### src/sv/lwbc_pkg.sv
// ----------------------------------------------------------------------------
// lwbc_pkg
// Shared types and codes of the LRU write-back block cache tag engine.
// ----------------------------------------------------------------------------
package lwbc_pkg;

  typedef enum logic [1:0] {
    CMD_READ  = 2'd0,
    CMD_WRITE = 2'd1,
    CMD_FSYNC = 2'd2,
    CMD_CLOSE = 2'd3
  } cmd_e;

  typedef enum logic [1:0] {
    KIND_HIT       = 2'd0,
    KIND_MISS      = 2'd1,
    KIND_WRITEBACK = 2'd2,
    KIND_DONE      = 2'd3
  } kind_e;

  typedef struct packed {
    logic [1:0]  command;
    logic [9:0]  file_id;
    logic [31:0] block_number;
  } req_t;

  typedef struct packed {
    logic [1:0]  kind;
    logic [9:0]  out_file_id;
    logic [31:0] out_block_number;
    logic [3:0]  slot;
    logic        last;
  } rsp_t;

endpackage

### src/sv/lwbc_front.sv
// ----------------------------------------------------------------------------
// lwbc_front
// Request intake: a two-entry queue that holds accepted request beats
// until the tag engine takes them.
// ----------------------------------------------------------------------------
module lwbc_front (
  input  logic            clk_i,
  input  logic            rst_ni,
  input  logic            in_valid,
  output logic            in_ready,
  input  lwbc_pkg::req_t  in_data_i,
  output logic            q_valid_o,
  input  logic            q_pop_i,
  output lwbc_pkg::req_t  q_data_o
);

  lwbc_pkg::req_t mem_q [2];
  logic       wr_ptr_q, rd_ptr_q;
  logic [1:0] cnt_q;
  logic       push, pop;

  assign in_ready  = (cnt_q != 2'd2);
  assign q_valid_o = (cnt_q != 2'd0);
  assign q_data_o  = mem_q[rd_ptr_q];
  assign push      = in_valid && in_ready;
  assign pop       = q_pop_i && q_valid_o;

  always_ff @(posedge clk_i or negedge rst_ni) begin
    if (!rst_ni) begin
      wr_ptr_q <= 1'b0;
      rd_ptr_q <= 1'b0;
      cnt_q    <= 2'd0;
    end else begin
      if (push) wr_ptr_q <= ~wr_ptr_q;
      if (pop) rd_ptr_q <= ~rd_ptr_q;
      cnt_q <= cnt_q + {1'b0, push} - {1'b0, pop};
    end
  end

  always_ff @(posedge clk_i) begin
    if (push) mem_q[wr_ptr_q] <= in_data_i;
  end

endmodule

### src/sv/lwbc_back.sv
// ----------------------------------------------------------------------------
// lwbc_back
// Tag engine: parallel lookup, LRU ranking, eviction, and the slot walk
// for fsync and close.
// ----------------------------------------------------------------------------
module lwbc_back #(
  parameter int SLOTS = 16
) (
  input  logic            clk_i,
  input  logic            rst_ni,
  input  logic [4:0]      cap_i,
  input  logic            q_valid_i,
  output logic            q_pop_o,
  input  lwbc_pkg::req_t  q_data_i,
  output logic            out_valid,
  input  logic            out_ready,
  output lwbc_pkg::rsp_t  out_data_o
);

  localparam int IW = (SLOTS > 1) ? $clog2(SLOTS) : 1;
  localparam int CW = $clog2(SLOTS + 1);

  typedef enum logic [2:0] {
    ST_IDLE, ST_LOOK, ST_EVICT, ST_ALLOC, ST_WALK, ST_DONE
  } state_e;

  state_e state_q;
  lwbc_pkg::req_t req_q;
  logic [SLOTS-1:0] valid_q, dirty_q;
  logic [9:0]  file_q  [SLOTS];
  logic [31:0] block_q [SLOTS];
  logic [IW-1:0] rank_q [SLOTS];

  logic [SLOTS-1:0] hit_vec, fmatch_vec;
  logic             hit_q;
  logic [IW-1:0]    hit_idx_q, idx_q;
  logic [CW-1:0]    count_q, cap_eff;
  logic             out_full_q;
  lwbc_pkg::rsp_t   out_q;
  logic             can_emit;

  assign out_valid  = out_full_q;
  assign out_data_o = out_q;
  assign can_emit   = !out_full_q || out_ready;
  assign q_pop_o    = (state_q == ST_IDLE) && q_valid_i;

  always_comb begin
    if (cap_i == 5'd0) cap_eff = CW'(1);
    else if (32'(cap_i) > SLOTS) cap_eff = CW'(SLOTS);
    else cap_eff = CW'(cap_i);
  end

  always_comb begin
    for (int i = 0; i < SLOTS; i++) begin
      fmatch_vec[i] = valid_q[i] && (file_q[i] == req_q.file_id);
      hit_vec[i]    = fmatch_vec[i] && (block_q[i] == req_q.block_number);
    end
  end

  logic [IW-1:0] hit_enc, free_idx, victim_idx;
  logic          victim_found;
  always_comb begin
    hit_enc = '0;
    free_idx = '0;
    victim_idx = '0;
    victim_found = 1'b0;
    for (int i = SLOTS - 1; i >= 0; i--) begin
      if (hit_vec[i]) hit_enc = IW'(i);
      if (!valid_q[i]) free_idx = IW'(i);
    end
    for (int i = 0; i < SLOTS; i++) begin
      if (valid_q[i] && ({1'b0, rank_q[i]} == (IW+1)'(count_q - CW'(1)))) begin
        victim_idx = IW'(i);
        victim_found = 1'b1;
      end
    end
  end

  always_ff @(posedge clk_i or negedge rst_ni) begin
    if (!rst_ni) begin
      state_q    <= ST_IDLE;
      req_q      <= '0;
      valid_q    <= '0;
      dirty_q    <= '0;
      count_q    <= '0;
      out_full_q <= 1'b0;
      out_q      <= '0;
      hit_q      <= 1'b0;
      hit_idx_q  <= '0;
      idx_q      <= '0;
      for (int i = 0; i < SLOTS; i++) begin
        file_q[i]  <= '0;
        block_q[i] <= '0;
        rank_q[i]  <= '0;
      end
    end else begin
      if (out_full_q && out_ready) out_full_q <= 1'b0;
      unique case (state_q)
        ST_IDLE: begin
          if (q_valid_i) begin
            req_q   <= q_data_i;
            idx_q   <= '0;
            state_q <= (q_data_i.command == lwbc_pkg::CMD_FSYNC ||
                        q_data_i.command == lwbc_pkg::CMD_CLOSE) ? ST_WALK : ST_LOOK;
          end
        end
        ST_LOOK: begin
          hit_q     <= |hit_vec;
          hit_idx_q <= hit_enc;
          if (|hit_vec) state_q <= ST_ALLOC;
          else if (count_q >= cap_eff && count_q != '0 && victim_found) begin
            idx_q   <= victim_idx;
            state_q <= ST_EVICT;
          end else state_q <= ST_ALLOC;
        end
        ST_EVICT: begin
          if (!dirty_q[idx_q] || can_emit) begin
            if (dirty_q[idx_q]) begin
              out_q      <= '{lwbc_pkg::KIND_WRITEBACK, file_q[idx_q], block_q[idx_q],
                              4'(idx_q), 1'b0};
              out_full_q <= 1'b1;
            end
            valid_q[idx_q] <= 1'b0;
            dirty_q[idx_q] <= 1'b0;
            count_q <= count_q - CW'(1);
            for (int i = 0; i < SLOTS; i++)
              if (valid_q[i] && rank_q[i] > rank_q[idx_q]) rank_q[i] <= rank_q[i] - IW'(1);
            state_q <= ST_ALLOC;
          end
        end
        ST_ALLOC: begin
          if (can_emit) begin
            out_full_q <= 1'b1;
            if (hit_q) begin
              for (int i = 0; i < SLOTS; i++)
                if (valid_q[i] && rank_q[i] < rank_q[hit_idx_q]) rank_q[i] <= rank_q[i] + IW'(1);
              rank_q[hit_idx_q] <= '0;
              if (req_q.command == lwbc_pkg::CMD_WRITE) dirty_q[hit_idx_q] <= 1'b1;
              out_q <= '{lwbc_pkg::KIND_HIT, req_q.file_id, req_q.block_number,
                         4'(hit_idx_q), 1'b1};
            end else begin
              for (int i = 0; i < SLOTS; i++)
                if (valid_q[i]) rank_q[i] <= rank_q[i] + IW'(1);
              valid_q[free_idx] <= 1'b1;
              dirty_q[free_idx] <= (req_q.command == lwbc_pkg::CMD_WRITE);
              file_q[free_idx]  <= req_q.file_id;
              block_q[free_idx] <= req_q.block_number;
              rank_q[free_idx]  <= '0;
              count_q <= count_q + CW'(1);
              out_q <= '{lwbc_pkg::KIND_MISS, req_q.file_id, req_q.block_number,
                         4'(free_idx), 1'b1};
            end
            state_q <= ST_IDLE;
          end
        end
        ST_WALK: begin
          if (!(fmatch_vec[idx_q] && dirty_q[idx_q]) || can_emit) begin
            if (fmatch_vec[idx_q]) begin
              if (dirty_q[idx_q]) begin
                out_q      <= '{lwbc_pkg::KIND_WRITEBACK, file_q[idx_q], block_q[idx_q],
                                4'(idx_q), 1'b0};
                out_full_q <= 1'b1;
              end
              dirty_q[idx_q] <= 1'b0;
              if (req_q.command == lwbc_pkg::CMD_CLOSE) begin
                valid_q[idx_q] <= 1'b0;
                count_q <= count_q - CW'(1);
                for (int i = 0; i < SLOTS; i++)
                  if (valid_q[i] && rank_q[i] > rank_q[idx_q])
                    rank_q[i] <= rank_q[i] - IW'(1);
              end
            end
            if (idx_q == IW'(SLOTS - 1)) state_q <= ST_DONE;
            else idx_q <= idx_q + IW'(1);
          end
        end
        ST_DONE: begin
          if (can_emit) begin
            out_q      <= '{lwbc_pkg::KIND_DONE, req_q.file_id, 32'd0, 4'd0, 1'b1};
            out_full_q <= 1'b1;
            state_q    <= ST_IDLE;
          end
        end
        default: state_q <= ST_IDLE;
      endcase
    end
  end

endmodule

### src/sv/lru_writeback_block_cache_tags_core.sv
// ----------------------------------------------------------------------------
// lru_writeback_block_cache_tags_core
// Tag and LRU policy engine of a fully associative write-back block cache.
// ----------------------------------------------------------------------------
//  channel  | handshake             | payload
//  request  | in_valid / in_ready   | in_data_i  (lwbc_pkg::req_t)
//  result   | out_valid / out_ready | out_data_o (lwbc_pkg::rsp_t)
//  config   | cfg_we_i              | cfg_data_i (capacity in use)
// A hit occupies the engine through the dequeue, tag-compare and rank-update
// states, a miss also through an eviction state when the cache is at capacity;
// the result beat is registered in the rank-update state. Fsync and close walk
// every slot. Reset empties the cache at once. A full result register stalls
// the engine; the request queue keeps taking beats meanwhile until it holds
// two.
module lru_writeback_block_cache_tags_core #(
  parameter int SLOTS = 16
) (
  input  logic            clk_i,
  input  logic            rst_ni,
  input  logic            in_valid,
  output logic            in_ready,
  input  lwbc_pkg::req_t  in_data_i,
  output logic            out_valid,
  input  logic            out_ready,
  output lwbc_pkg::rsp_t  out_data_o,
  input  logic            cfg_we_i,
  input  logic [4:0]      cfg_data_i
);

  logic [4:0]     cap_q;
  logic           q_valid, q_pop;
  lwbc_pkg::req_t q_data;

  always_ff @(posedge clk_i or negedge rst_ni) begin
    if (!rst_ni) cap_q <= 5'(SLOTS);
    else if (cfg_we_i) cap_q <= cfg_data_i;
  end

  lwbc_front u_front (
    .clk_i, .rst_ni, .in_valid, .in_ready, .in_data_i,
    .q_valid_o(q_valid), .q_pop_i(q_pop), .q_data_o(q_data)
  );

  lwbc_back #(.SLOTS(SLOTS)) u_back (
    .clk_i, .rst_ni, .cap_i(cap_q),
    .q_valid_i(q_valid), .q_pop_o(q_pop), .q_data_i(q_data),
    .out_valid, .out_ready, .out_data_o
  );

endmodule
### config.mk
export PLATFORM = sky130hd
export DESIGN_NAME = lru_writeback_block_cache_tags_core
export DESIGN_NICKNAME = d
export VERILOG_FILES = /design/src/sv/lwbc_pkg.sv /design/src/sv/lwbc_front.sv /design/src/sv/lwbc_back.sv /design/src/sv/lru_writeback_block_cache_tags_core.sv
export SDC_FILE = /design/constraint.sdc
export NUM_CORES = 2
export LEC_CHECK = 0
export ABC_AREA = 1
export ABC_CLOCK_PERIOD_IN_PS = 5500
export BUFFER_PORTS_ARGS = -buffer_cell sky130_fd_sc_hd__buf_2
export CORE_MARGIN = 1.5
export CORE_UTILIZATION = 30
export DETAILED_ROUTE_END_ITERATION = 8
export HOLD_SLACK_MARGIN = 0.15
export PLACE_DENSITY = 0.54
export SLEW_MARGIN = 20
export SYNTH_ARGS = -nofsm -noshare
export SYNTH_HDL_FRONTEND = slang
export SYNTH_SLANG_ARGS = --single-unit
### constraint.sdc
create_clock -name clk_i -period 5.5 [get_ports clk_i]
set_input_delay 0.55 -clock clk_i [delete_from_list [all_inputs] [get_ports clk_i]]
set_output_delay 0.55 -clock clk_i [all_outputs]
set_load 0.05 [all_outputs]
* Word level (Yosys, flattened, before mapping)
Memories as Yosys holds them, arrays and structs flattened. Index checks and enable logic that the tools add are counted.
Word-level totals: register bits after elaboration 888, bits in writable memories 88, bits of input ports 54, output and inout port bits 51, word-level logic and storage cells 657, memories kept 1
Cells by class: add/subtract/negate cells 37, magnitude comparators 45, equality and inequality tests 73, multiplexer cells 302, bitwise operators 15, reduce and logical (&&, ||, !) cells 116
Memories:
- u_front.mem_q | depth 2, width 44, read ports 1, clocked after Yosys merged registers in 0, wr ports 1, line lwbc_front.sv:17 | lwbc_pkg::req_t mem_q [2];
Operators by type and width (number):
- two-way mux 4 bit | 195
- bitwise mux 512 bit | 1
- equality test 32 bit | 16
- two-way mux 64 bit | 6
- two-way mux 49 bit | 6
- case mux 49 bit (4 select lines) | 1
- two-way mux 16 bit | 12
- case mux 64 bit (3 select lines) | 1
- bitwise mux 160 bit | 1
- equality test 10 bit | 16
- bitwise AND 64 bit | 2
- binary-select mux 32 bit (select 4 bit) | 1
- demux 32 bit (select 4 bit) | 1
- inverter 64 bit | 2
- two-way mux 32 bit | 3
- case mux 16 bit (3 select lines) | 2
- logical AND 1 bit | 92
- equality test 4 x 5 -> 1 bit | 16
- adder 4 x 1 -> 4 bit (second input constant) | 17
- greater-than comparator 4 bit | 16
- less-than comparator 4 bit | 16
- subtractor 4 x 1 -> 4 bit (second input constant) | 16
- two-way mux 48 bit | 1
- binary-select mux 10 bit (select 4 bit) | 1
- other kinds (54) | 147

* Depth between registers and ports, before layout
depth in word-level cells 26, gate-level depth with buffers 26, mapped depth without buffers 25

* Cells and area by module
A second synthesis with hierarchy kept.
Unflattened totals: cells, all modules 8055, area, all modules 60702.0 sq um
Modules (own cells, without submodules):
- lwbc_back | instances 1, cells an instance 7773, area each 57071.0 sq um, seq. area each 21996.1 sq um
- lwbc_front | instances 1, cells an instance 261, area each 3444.6 sq um, seq. area each 2742.6 sq um
- lru_writeback_block_cache_tags_core | instances 1, cells an instance 21, area each 186.4 sq um, seq. area each 126.4 sq um

* Worst setup path after synthesis
No wires, ideal clock.
path type reg2reg, from register u_back.idx_q[0], to register u_back.rank_q[20] (netlist bit), setup time 0.065 ns, arrival 4.469 ns, data required time 5.435 ns, path slack 0.966 ns, cell stages (with the launch flop) 23, buffers on the path 5, period minus slack after synthesis 4.534 ns, cells stage by stage dfrtp_1 -> buf_2 -> inv_1 -> buf_2 -> buf_2 -> buf_2 -> clkbuf_1 -> a21oi_1 -> o21ai_0 -> o221ai_1 -> a22o_1 -> a221oi_1 -> ha_1 -> inv_1 -> o21bai_1 -> a21oi_1 -> nor2_1 -> o21ai_0 -> o21ai_0 -> nand2_1 -> nor2_1 -> nand2_1 -> nand2_1
On the way: word-level cells in the longest chain between the ends 11, elaborated cells on any way between the ends 25, those cells by class order compare: 1; eq/ne: 3; mux: 13; bitwise: 1; reduce/logical: 7
Ends and longest elaborated chain:
- start, declared | line lwbc_back.sv:36 | logic [IW-1:0] hit_idx_q, idx_q;
- start signal, assigned | line lwbc_back.sv:112 | idx_q <= victim_idx;
- start signal, assigned | line lwbc_back.sv:174 | else idx_q <= idx_q + IW'(1);
- inverter 4 -> 5 bit (not written as such) | line lwbc_back.sv:127, lwbc_back.sv:169
- binary-select mux 4 bit (select 4 bit) | line lwbc_back.sv:127, lwbc_back.sv:169
- two-way mux 4 bit (not written as such) (2 in series) | line lwbc_back.sv:127, lwbc_back.sv:169
- greater-than comparator 4 bit | line lwbc_back.sv:127, lwbc_back.sv:169
- logical AND 1 bit | line lwbc_back.sv:127, lwbc_back.sv:169
- two-way mux 4 bit
- two-way mux 64 bit (3 in series)
- case mux 64 bit (3 select lines)
- end signal, assigned by index | line lwbc_back.sv:143 | if (valid_q[i]) rank_q[i] <= rank_q[i] + IW'(1);
- end signal, assigned by index | line lwbc_back.sv:170 | rank_q[i] <= rank_q[i] - IW'(1);
- end, declared | line lwbc_back.sv:32 | logic [IW-1:0] rank_q [SLOTS];
Several ways; a longest one is shown, not always the timed one. The select of a mux whose other input is x is not followed. A chain may end at the register's enable or synchronous reset.

* Worst setup path after layout
from register u_back.req_q[22] (netlist bit), to register u_back.idx_q[3]
On the way: word-level cells in the longest chain between the ends 5, elaborated cells on any way between the ends 35, those cells by class eq/ne: 17; reduce/logical: 18
Ends and longest elaborated chain:
- start, declared | line lwbc_back.sv:28 | lwbc_pkg::req_t req_q;
- start signal, assigned | line lwbc_back.sv:101 | req_q <= q_data_i;
- equality test 32 bit | line lwbc_back.sv:56 | hit_vec[i] = fmatch_vec[i] && (block_q[i] == req_q.block_number);
- logical AND 1 bit | line lwbc_back.sv:56
- OR reduction 16 bit * | line lwbc_back.sv:110 | if (|hit_vec) state_q <= ST_ALLOC;
- inequality test 2 bit (no source line) *
- AND reduction 6 bit (no source line) *
Mark *: on every way between the ends. The rest lies on a longest branch, timed or not.

==> results.yml <==
setup_path:
  critPathMaxStageDelay_ns: 0.93
  crit_chain: "inv_1 -> nand2_1 -> nand4_1 -> nor4_1 -> nand2_1 -> nor2_1 -> nand2_1 -> nand2_1 -> nor2_1 -> nand2_1 -> nor2_1 -> nand2_1 -> nand2_1 -> nand2_1 -> inv_1 -> o21ai_0 -> inv_1"
  reg2regPathDepth: 17
  cp.depth: 17
  critPathLaunchType: "register"
  cp_top_family: "simple AND/OR/NAND/NOR gates"
  critPathKind: "reg -> reg"
  cp_max_fo: 17
  crit_path_end_kind: "register"
  reg2reg_to: "u_back.idx_q[3]"
  crit_top_cell: "nand2_1"
  slowest_stage: "nor4_1"
  rrSetupSlack_ns: 0.65
  cp.arrival_ns: 5.49
  cp.required_ns: 6.15
  cp_num_buf_inv: 3
  rr_startpoint: "u_back.req_q[22]"
global_routing:
  antenna_found_initial: 10
  first_global_vias: 55179
  overflow: 0
  grt_util_met2: 0.374
  grt-busiest-layer: "met2"
  grt_pass1_wl_um: 386000
  grt_util_met3: 0.0477
  met1_usage: 0.347
  grt.total_usage: 0.252
  grt_max_degree: 176
timing:
  setup_tns_ns: 0
  rsz0062_at_grt: "no"
  fin_crit_sh: 0.881
  worstMarginPinSlew_ns: 1.19
  fmax_mhz: 206
  setup_viol: 0
  hold_violations: 0
  max-slew-margin-rel: 0.199
  skew_ns: 0.0437
  drv_slew: 0
  period_needed_ns: 4.85
min_path:
  worstHoldPathCells: 5
  hp-start: "in_valid"
  hp-class: "in -> reg"
  min_to: "u_front.wr_ptr_q"
clocking:
  clk_latency_ns: 0.77
  cts_tree: "yes"
  cts_root_buffer: "clkbuf_16"
  cts_buffers: 108
  clkTransAtPathRegs_ns: 0.06
  cts_setup_buffers: 0
  clockBufferDepth: 3
  clkSinkCount: 976
  ctsResizeCount: 0
  htree_num_levels: 3
synthesis:
  syn_avg_cell_area_um2: 7.56
  synth_area_leaders: "dfrtp_1 (37%), nand2_1 (14%), o21ai_0 (8.1%)"
  synth_warnings: 0
  yosys.area.top_type: "dfrtp_1"
  synth-seq-cells: 976
  synth_top_area_frac: 0.367
  synthCells: 7998
  yosysSeqAreaShare: 0.411
  synth.distinct_cells: 63
  netlist_area_um2: 60500
  syn_nets: 8210
pwr:
  power.static_leakage_uw: 0.0294
  ir_drop_uv: 405
  power_density_nw_per_um2: 577
job:
  maxCapViolations: 0
placed_design:
  dp_hpwl_um: 182000
  place_congestion: 0.976
  dp.cells: 10365
  portBuffers: 104
cells_and_area:
  drive_gt1_frac: 0.0746
  nets: 8092
  area_growth_pct: 12.6
  final_cells: 10629
  fillers: 21032
die:
  ios: 105
  die_area_um2: 204000
  start_util: 0.302
  die_y_um: 452
  row_count: 164
  core_um2: 200000
  die-width_um: 452
route:
  wirelength_um: 264000
  dr.pass1.iters: 8
  drtIter0Drc: 8028
  ant_nets: 0
  wl_per_cell_um: 24.8
  avgViaCountPerCell: 5.55
  vias: 58977
  drc: 0
outcome:
  outcome: "completed"
-- where the power goes --
group | switching, uW | internal [uW] | total, uW
Sequential | 1760 | 8470 | 10200
Clock | 3410 | 4770 | 8170
Combinational | 14800 | 6080 | 20900
Total | 20000 | 19300 | 39300
-- per-layer routing --
layer / vias up / wire (um)
li1: 26475 / -
met1: 28686 / 111000
met2: 3174 / 113000
met3: 636 / 24600
met4: 6 / 15400
met5: - / 38
-- cell usage after synthesis, drive strengths merged --
library cell and instances:
nand2 2198, a22o 11, a211oi 30, nor4 56, edfxtp 88, nor3 79
o221ai 62, and3 1, o2111ai 18, dfrtp 887, inv 588, o41ai 2
or2 21, o31ai 47, o2bb2ai 1, xor2 134, ha 158, o21ai 1027
nor3b 2, buf 271, a22oi 137, a21o 2, nand3b 5, o22ai 76
nand4 154, o211ai 133, and2 3, clkbuf 314, a21oi 376, o21a 15
nand3 247, xnor2 301, a2bb2oi 6, a2111oi 5, nor2 501, dfstp 1
a31oi 14, o32ai 1, o21bai 5, clkinv 9, a221oi 12
-- per-stage QoR --
step | power (uW) | area (um2) | hold slack (ns) | util | setup WS, ns
floorplan | 22800 | 60500 | 0.254 | - | 0.966
global placement | 30400 | 63500 | 0.467 | 0.318 | 0.679
detailed placement | 30600 | 63600 | 0.474 | 0.318 | 0.781
CTS | 38900 | 68100 | 0.259 | 0.340 | 0.765
global route | 41300 | 68100 | 0.312 | 0.341 | 0.398
finish | 39300 | 68100 | 0.288 | 0.341 | 0.655
-- layout by cell type, fill, tap and decap left out, types with 29 or more instances in the layout --
cell type | netlist | routed
nand2_1 | 2178 | 2170
o21ai_0 | 973 | 973
a21oi_1 | 376 | 376
dfrtp_1 | 887 | 884
xnor2_1 | 301 | 301
o22ai_1 | 76 | 76
ha_1 | 158 | 158
nor2_1 | 488 | 474
o211ai_1 | 131 | 131
dlygate4sd3_1 | 0 | 60
o21ai_1 | 54 | 54
o31ai_1 | 47 | 47
a211oi_1 | 29 | 29
buf_4 | 25 | 175
o221ai_1 | 62 | 62
buf_2 | 186 | 104
nand4_1 | 154 | 154
clkbuf_16 | 0 | 108
edfxtp_1 | 88 | 88
xor2_1 | 134 | 134
nor3_1 | 77 | 77
a22oi_1 | 137 | 137
nand3_1 | 246 | 245
nor4_1 | 55 | 49
inv_1 | 565 | 563
-- layout make-up --
class                      count  area [um2]  share of cell area
timing repair buffer         357        2800              0.0411
antenna                        2        5.00           0.0000735
clock inverter                67         980              0.0144
multi-input combinational   5840       31000               0.455
sequential                   976       24900               0.365
inverter                     597        2260              0.0331
tap                         2656        3320              0.0488
clock buffer                 134        2920              0.0429
-- worst max-delay path by stage --
stage | start | to | slack (ns)
after CTS | u_back.req_q[22] | u_back.idx_q[3] | 0.77
after global placement | u_back.req_q[22] | u_back.idx_q[0] | 0.68
after detailed placement | u_back.idx_q[1] | u_back.rank_q[44] | 0.78
final | u_back.req_q[22] | u_back.idx_q[3] | 0.65
after global routing | u_back.req_q[22] | u_back.idx_q[3] | 0.40
after floorplan | u_back.idx_q[0] | u_back.rank_q[20] | 0.97
-- state kept, by name (all words and copies together) (netlist names) --
| signal | cells |
|---|---|
| u_back.block_q | 512 |
| u_back.file_q | 160 |
| u_front.mem_q | 88 |
| u_back.rank_q | 64 |
| u_back.out_data_o | 49 |
| u_back.req_q | 44 |
| u_back.dirty_q | 16 |
| u_back.valid_q | 16 |
| cap_q | 5 |
| u_back.count_q | 5 |
| u_back.hit_idx_q | 4 |
| u_back.idx_q | 4 |
| u_back.state_q | 3 |
| u_front.cnt_q | 2 |
| u_back.hit_q | 1 |
| u_back.out_valid | 1 |
| u_front.rd_ptr_q | 1 |
| u_front.wr_ptr_q | 1 |
-- what timing repair did --
item,in CTS,in global routing
endpoints found under the hold margin,151,0
hold buffers,60,0
setup endpoints to repair,0,0
-- cells by family (layout without fill, tap and decap cells) --
family | after synthesis | in the layout | synth area share
AND/OR/NAND/NOR | 3267 | 3267 | 0.223
AO/OA/AOI/OAI | 1980 | 1980 | 0.189
buffers and inverters | 1182 | 1155 | 0.0814
flip-flops | 976 | 976 | 0.411
XOR/XNOR | 435 | 435 | 0.0630
adder cells (fa/ha/maj) | 158 | 158 | 0.0327
other | 0 | 2 | 0
-- worst register-to-register path, cell delays in order, from the launching register on --
cell and delay (ns):
dfrtp_1 0.89, inv_1 0.58, nand2_1 0.17, nand4_1 0.09, nor4_1 0.93, nand2_1 0.18
nor2_1 0.47, nand2_1 0.25, nand2_1 0.22, nor2_1 0.11, nand2_1 0.06, nor2_1 0.09
nand2_1 0.07, nand2_1 0.08, nand2_1 0.14, inv_1 0.13, o21ai_0 0.20, inv_1 0.07
No activity file was read; power rests on OpenSTA's default activity.
